<file path="src/hdl/frame_bitmap_allocator_unit_assert.svh">
// ----------------------------------------------------------------------------
// Assertion macros for the frame bitmap allocator
// Shared property forms used by the allocator controller.
// ----------------------------------------------------------------------------
`ifndef FRAME_BITMAP_ALLOCATOR_UNIT_ASSERT_SVH
`define FRAME_BITMAP_ALLOCATOR_UNIT_ASSERT_SVH

// The condition holds at every clock edge outside reset.
`define FBA_ASSERT_ALWAYS(label, clk, rst, cond, msg) \
  label: assert property (@(posedge clk) disable iff (rst) (cond)) else $error(msg);

// The consequent holds in the same cycle as the antecedent.
`define FBA_ASSERT_IMPLIES(label, clk, rst, ante, cons, msg) \
  label: assert property (@(posedge clk) disable iff (rst) (ante) |-> (cons)) else $error(msg);

// The consequent holds in the cycle after the antecedent.
`define FBA_ASSERT_NEXT(label, clk, rst, ante, cons, msg) \
  label: assert property (@(posedge clk) disable iff (rst) (ante) |=> (cons)) else $error(msg);

`endif

</file>
<file path="src/hdl/fba_pkg.sv">
// ----------------------------------------------------------------------------
// Frame bitmap allocator package
// Sizes, result codes and the controller/datapath interface types.
// ----------------------------------------------------------------------------
package fba_pkg;

  localparam int NumFrames = 4096;
  localparam int WordBits  = 32;
  localparam int NumWords  = NumFrames / WordBits;
  localparam int WordIdxW  = $clog2(NumWords);
  localparam int BitIdxW   = $clog2(WordBits);
  localparam int FrameW    = 12;
  localparam int CfgW      = 8;
  localparam int StatusW   = 3;

  localparam logic [CfgW-1:0] ActiveReset = CfgW'(NumWords);
  localparam logic [CfgW-1:0] NumWordsCfg = CfgW'(NumWords);

  typedef enum logic [StatusW-1:0] {
    ST_ALLOCATED = 3'd0,
    ST_HAD_FRAME = 3'd1,
    ST_FULL      = 3'd2,
    ST_FREED     = 3'd3,
    ST_NOTHING   = 3'd4
  } status_t;

  typedef struct packed {
    logic    capture;
    logic    scan_clear;
    logic    scan_rd;
    logic    free_rd;
    logic    mem_wr;
    logic    res_set;
    status_t res_code;
    logic    load_out;
  } cmd_t;

  typedef struct packed {
    logic func_free;
    logic entry_zero;
    logic hit;
    logic issue_more;
    logic out_busy;
  } stat_t;

endpackage

</file>
<file path="src/hdl/fba_controller.sv">
// ----------------------------------------------------------------------------
// Frame bitmap allocator controller
// Sequences decode, word scan, free read-modify-write and result hand-off.
// ----------------------------------------------------------------------------
`include "frame_bitmap_allocator_unit_assert.svh"

module fba_controller (
  input  logic           clk,
  input  logic           rst,
  input  logic           in_valid,
  output logic           in_stall,
  input  fba_pkg::stat_t stat,
  output fba_pkg::cmd_t  cmd
);

  typedef enum logic [2:0] {
    S_IDLE,
    S_DECODE,
    S_SCAN,
    S_FREE_WR,
    S_DONE
  } state_t;

  state_t state;
  state_t state_next;
  logic   pend;
  logic   pend_next;

  always_comb begin
    cmd        = '0;
    state_next = state;
    pend_next  = pend;
    unique case (state)
      S_IDLE: begin
        if (in_valid) begin
          cmd.capture = 1'b1;
          state_next  = S_DECODE;
        end
      end
      S_DECODE: begin
        if (!stat.func_free) begin
          if (!stat.entry_zero) begin
            cmd.res_set  = 1'b1;
            cmd.res_code = fba_pkg::ST_HAD_FRAME;
            state_next   = S_DONE;
          end else begin
            cmd.scan_clear = 1'b1;
            pend_next      = 1'b0;
            state_next     = S_SCAN;
          end
        end else if (stat.entry_zero) begin
          cmd.res_set  = 1'b1;
          cmd.res_code = fba_pkg::ST_NOTHING;
          state_next   = S_DONE;
        end else begin
          cmd.free_rd = 1'b1;
          state_next  = S_FREE_WR;
        end
      end
      S_SCAN: begin
        if (pend && stat.hit) begin
          cmd.mem_wr   = 1'b1;
          cmd.res_set  = 1'b1;
          cmd.res_code = fba_pkg::ST_ALLOCATED;
          state_next   = S_DONE;
        end else if (stat.issue_more) begin
          cmd.scan_rd = 1'b1;
          pend_next   = 1'b1;
        end else begin
          cmd.res_set  = 1'b1;
          cmd.res_code = fba_pkg::ST_FULL;
          state_next   = S_DONE;
        end
      end
      S_FREE_WR: begin
        cmd.mem_wr   = 1'b1;
        cmd.res_set  = 1'b1;
        cmd.res_code = fba_pkg::ST_FREED;
        state_next   = S_DONE;
      end
      S_DONE: begin
        if (!stat.out_busy) begin
          cmd.load_out = 1'b1;
          state_next   = S_IDLE;
        end
      end
      default: begin
        state_next = S_IDLE;
      end
    endcase
  end

  always_ff @(posedge clk) begin
    if (rst) begin
      state <= S_IDLE;
      pend  <= 1'b0;
    end else begin
      state <= state_next;
      pend  <= pend_next;
    end
  end

  assign in_stall = (state != S_IDLE);

  `FBA_ASSERT_IMPLIES(a_wr_state, clk, rst, cmd.mem_wr, (state == S_SCAN) || (state == S_FREE_WR), "Bitmap write outside scan or free.")
  `FBA_ASSERT_IMPLIES(a_load_free, clk, rst, cmd.load_out, !stat.out_busy, "Result loaded over a stalled transaction.")
  `FBA_ASSERT_ALWAYS(a_one_port, clk, rst, $onehot0({cmd.scan_rd, cmd.free_rd, cmd.mem_wr}), "Bitmap port used twice in one cycle.")
  `FBA_ASSERT_NEXT(a_accept_decode, clk, rst, in_valid && !in_stall, state == S_DECODE, "Accepted transaction not decoded.")

endmodule

</file>
<file path="config.mk">
export PLATFORM = sky130hd
export DESIGN_NAME = fba_controller
export DESIGN_NICKNAME = d
export VERILOG_FILES = /design/src/hdl/fba_pkg.sv /design/src/hdl/fba_controller.sv
export VERILOG_INCLUDE_DIRS = /design/src /design/src/hdl
export SDC_FILE = /design/constraint.sdc
export NUM_CORES = 1
export LEC_CHECK = 0
export ABC_AREA = 1
export BUFFER_PORTS_ARGS = -buffer_cell sky130_fd_sc_hd__buf_4
export CAP_MARGIN = 25
export CORE_AREA = 2 2 39 41
export CTS_CLUSTER_SIZE = 20
export DETAILED_ROUTE_END_ITERATION = 12
export DIE_AREA = 0 0 41 43
export MAX_ROUTING_LAYER = met4
export PLACE_DENSITY = 0.52
export SETUP_SLACK_MARGIN = 0.1
export SYNTH_ARGS = -nofsm -noshare
export SYNTH_HDL_FRONTEND = slang
export SYNTH_SLANG_ARGS = --single-unit
</file>
<file path="constraint.sdc">
create_clock -name clk -period 1.2 [get_ports clk]
set_clock_uncertainty 0.2 [all_clocks]
set_input_delay 0.06 -clock clk [delete_from_list [all_inputs] [get_ports clk]]
set_output_delay 0.06 -clock clk [all_outputs]
set_load 0.01 [all_outputs]
</file>
# Word level (Yosys, flattened, before mapping)
# Cells that the tools add are included.
# word_totals
reg_bits	4
output_inout_bits	11
input_bits	8
elab_cells	53
# op_classes
eq_ne	11
n_mux	34
reduce_logical	6
# ops
op	count
two-way mux 3 bit	7
two-way mux 4 bit	5
two-way mux 1 bit	18
case mux 3 bit (5 select lines)	1
inequality test 2 bit, second input constant	6
case mux 4 bit (3 select lines)	1
== test 3 x 2 -> 1 bit, second input constant	2
AND reduction 5 bit	1
case mux 1 bit (2 select lines)	2
== test 3 x 1 -> 1 bit, second input constant	1
== test 3 bit, second input constant	1
logical NOT 3 bit	1
inequality test 3 bit, second input constant	1
AND reduction 3 bit	1
nonzero test 3 bit	1
nonzero test 2 bit	1
logical AND 1 bit	1

# Longest topological paths before layout
# logic_depth
word_depth	3
mapped_depth	7
depth_no_buf	7

# Least setup slack after synthesis
# OpenSTA, ideal clock, no wires.
# synth_path
kind	register -> output
startpoint	reg state[0]
endpoint	out cmd[2] in the netlist's numbering
path_slack_ns	0.029
arrival_ns	0.911
required_ns	0.940
path_stages_with_launch	5
n_path_buf	0
cell_sequence	dfxtp_1 inv_2 nor2_4 inv_1 o21ai_0
# synth_rtl
element	line_no	text
from (decl)	fba_controller.sv:24	state_t state;
from (signal assigned)	fba_controller.sv:98	state <= state_next;
to (decl)	fba_controller.sv:13	output fba_pkg::cmd_t cmd

==> flow_metrics.py <==
metrics = {
    "worst_setup_path": {
        "cp.arrival_ns": 1.18,
        "path_cells": "inv_2, nor2_4, nand2_4, nor2_4, buf_6",
        "path_buf_inv": 2,
        "worstSetupPathType": "flip-flop to output pin",
        "worstReg2RegStart": "state[0]",
        "max_stage_delay_ns": 0.39,
        "cp_slowest_cell": "dfxtp_4",
        "worstPathMaxFanout": 4,
        "path_delay_family": "flip-flops",
        "cp-end-kind": "output pin",
        "required_ns": 0.94,
        "cp-startpoint": "state[0]",
        "crit_top_cell": "nor2_4",
        "worst_setup_path_start_kind": "flip-flop",
    },
    "cts": {
        "clk_latency_ns": 0.24,
        "clk_pin_slew_worst_paths_ns": 0.04,
        "clockBufferDepth": 2,
        "htree_levels": 1,
        "cts-root-buf": "clkbuf_4",
        "cts_tree": "built",
        "cts_buffers": 3,
        "clock-sinks": 4,
    },
    "final_layout": {
        "fin_cells": 112,
        "n_fill_cell": 136,
        "diodes": 0,
        "drive_gt1_share_pct": 65.6,
        "layout.nets": 110,
        "area_growth_pct": 112,
    },
    "synth": {
        "seq_area_frac_synth_pct": 21.2,
        "synth_edf_count": 0,
        "syn_area_um2": 378,
        "ys_types": 17,
        "synth_area_leader_cell": "dfxtp_1",
        "synth_warnings": 0,
        "synthTopCellsByArea": "dfxtp_1 (21%), ha_1 (13%), inv_1 (12%)",
        "syn-instance-count": 59,
        "ys_async_sr_fraction_pct": 0,
        "synth.top_cells.by_count": "inv_1 (12), nor2_1 (9), nand2_1 (7)",
        "ys_seq_elements": 4,
        "synth.top_cell.area_share_pct": 21.2,
        "synth.most_common_cell": "inv_1",
        "ys.flop_type": "dfxtp_1",
        "postSynthAreaPerCell_um2": 6.40,
        "syn_nets": 71,
    },
    "placed_design": {
        "port-buffer-count": 18,
        "dpl.hpwl_um": 806,
        "globalplace.congestion": 0.708,
        "dpl_worst_slack_ns": -0.0460,
        "dp_cells": 97,
    },
    "sta": {
        "rsz0062_at_grt": "yes",
        "fin_ws_ns": -0.240,
        "relSlewSlack_pct": 82.6,
        "min_period_ns": 1.44,
        "worstMarginPinSlew_ns": 0.261,
        "drv_slew": 0,
        "setup_viol": 15,
        "min_period_over_period_pct": 120,
        "hold_viol": 0,
        "fmax_mhz": 695,
        "tns_ns": -2.16,
    },
    "global_route": {
        "grt_overflow": 0,
        "grt_usage_pct": 15.5,
        "grt_max_degree": 7,
        "grt_pass1_wl_um": 1840,
        "grt_pass1_vias": 472,
        "antenna_found_initial": 0,
    },
    "routing": {
        "drtIter0Drc": 0,
        "vias": 509,
        "ant_nets": 0,
        "via_per_inst": 4.54,
        "drc": 0,
        "wl_per_cell_um": 10.2,
        "finalWirelength_um": 1140,
        "dr.pass1.iters": 1,
    },
    "die": {
        "die_w_um": 41,
        "dieArea_um2": 1760,
        "std_cell_rows": 14,
        "core-area_um2": 1380,
        "start_util_pct": 27.3,
        "top_level_ports": 19,
        "die_h_um": 43,
    },
    "outcome": {
        "status": "complete, but fails checks",
        "failed_checks": "negative setup slack",
    },
    "power": {
        "pwr-share-clk_pct": 20.7,
        "total_leakage_power_nw": 0.413,
        "combPwrFrac_pct": 56.1,
        "power_density_nw_per_um2": 1020,
        "power.switching_uw": 313,
        "ir_worst_vdd_mv": 0.451,
        "p_sw_share_pct": 38.1,
        "seqPwrFrac_pct": 23.2,
        "p_int_uw": 507,
    },
    "hold_path": {
        "hp-class": "input pin to flip-flop",
        "hp-start": "stat[0]",
    },
    "job": {
        "drv_cap": 0,
    },
}
-- routing by layer --
metal  up-vias  wire length, um  GRT usage, %
li1        259                -             -
met2        13              656          26.6
met5         -                0             -
met3         0               53          3.14
met1       237              434          16.3
met4         0                0          6.00
-- placed cells by master, fill, tap and decap left out, types with 2 or more instances in the layout --
cell      instances
ha_1              4
nand3_1           4
buf_6             8
a21oi_2           2
nand2_2           2
nor2_2            3
dfxtp_4           3
clkbuf_4          3
inv_1            11
buf_4            25
nand2_1           5
nand2_4           3
nor2_1            4
o21ai_2           2
nor2_4            4
nand3_2           2
inv_2             3
-- worst register-to-register path: cells and delay by family (launching register included) --
kind / cells / cell delay, ns
DFF: 1 / 0.39
and+or+nand+nor: 3 / 0.31
buffers and inverters: 2 / 0.23
AOI/OAI and AO/OA: 1 / 0.10
-- timing repair --
| action | in CTS | in global routing |
|---|---|---|
| endpoints found under the hold margin | 4 | 0 |
| gates resized for setup | 16 | 17 |
| hold buffers | 1 | 0 |
| pin swaps | 5 | 8 |
| setup buffers | 9 | 2 |
| endpoints found under the setup margin | 15 | 15 |
-- final cells by class --
class | instances | area [um^2] | area share (%)
clock buffer | 3 | 22.5 | 2.81
inverter | 15 | 61.3 | 7.66
multi-input combinational | 40 | 318 | 39.7
sequential | 4 | 91.3 | 11.4
tap | 16 | 20.0 | 2.50
timing repair buffer | 34 | 288 | 35.9
-- power by group through the flow --
stage	clock, mW	combinational (mW)	sequential [mW]
6_report	0.169	0.460	0.190
5_1_grt	0.186	0.501	0.195
4_1_cts	0.174	0.392	0.180
3_5_place_dp	0	0.288	0.181
3_3_place_gp	0	0.286	0.182
2_1_floorplan	0	0.167	0.176
-- state kept, by name, indices dropped and copies added, names as in the netlist --
name / flops
state: 3
pend: 1
-- logic make-up (layout without fill, tap and decap cells) --
group                    count (synthesis)  in the layout  synth area share (%)
AO/OA/AOI/OAI                            7              7                  9.93
adder cells (fa/ha/maj)                  4              4                  13.2
flip-flops                               4              4                  21.2
AND/OR/NAND/NOR                         29             29                  40.4
buffers and inverters                   15             52                  15.2
-- path summary, 6_finish.rpt --
kind	to	slack, ns	cells past startpoint
worst max register to register	pend	-0.12	6
worst min register to register	pend	0.31	2
worst min-delay path	state[2]	0.04	5
worst max-delay path	cmd[3]	-0.24	5
-- metrics by stage --
step / cell area (um^2) / hold WS, ns / total power, mW / util, %
floorplan: 380 / -0.0777 / 0.343 / -
global placement: 566 / 0.0455 / 0.468 / 40.9
detailed placement: 566 / 0.0450 / 0.469 / 40.9
CTS: 717 / 0.000259 / 0.746 / 51.8
global route: 801 / 0.0723 / 0.882 / 57.9
finish: 801 / 0.0425 / 0.819 / 57.9
Note: power is estimated with default switching activity, not from simulation.
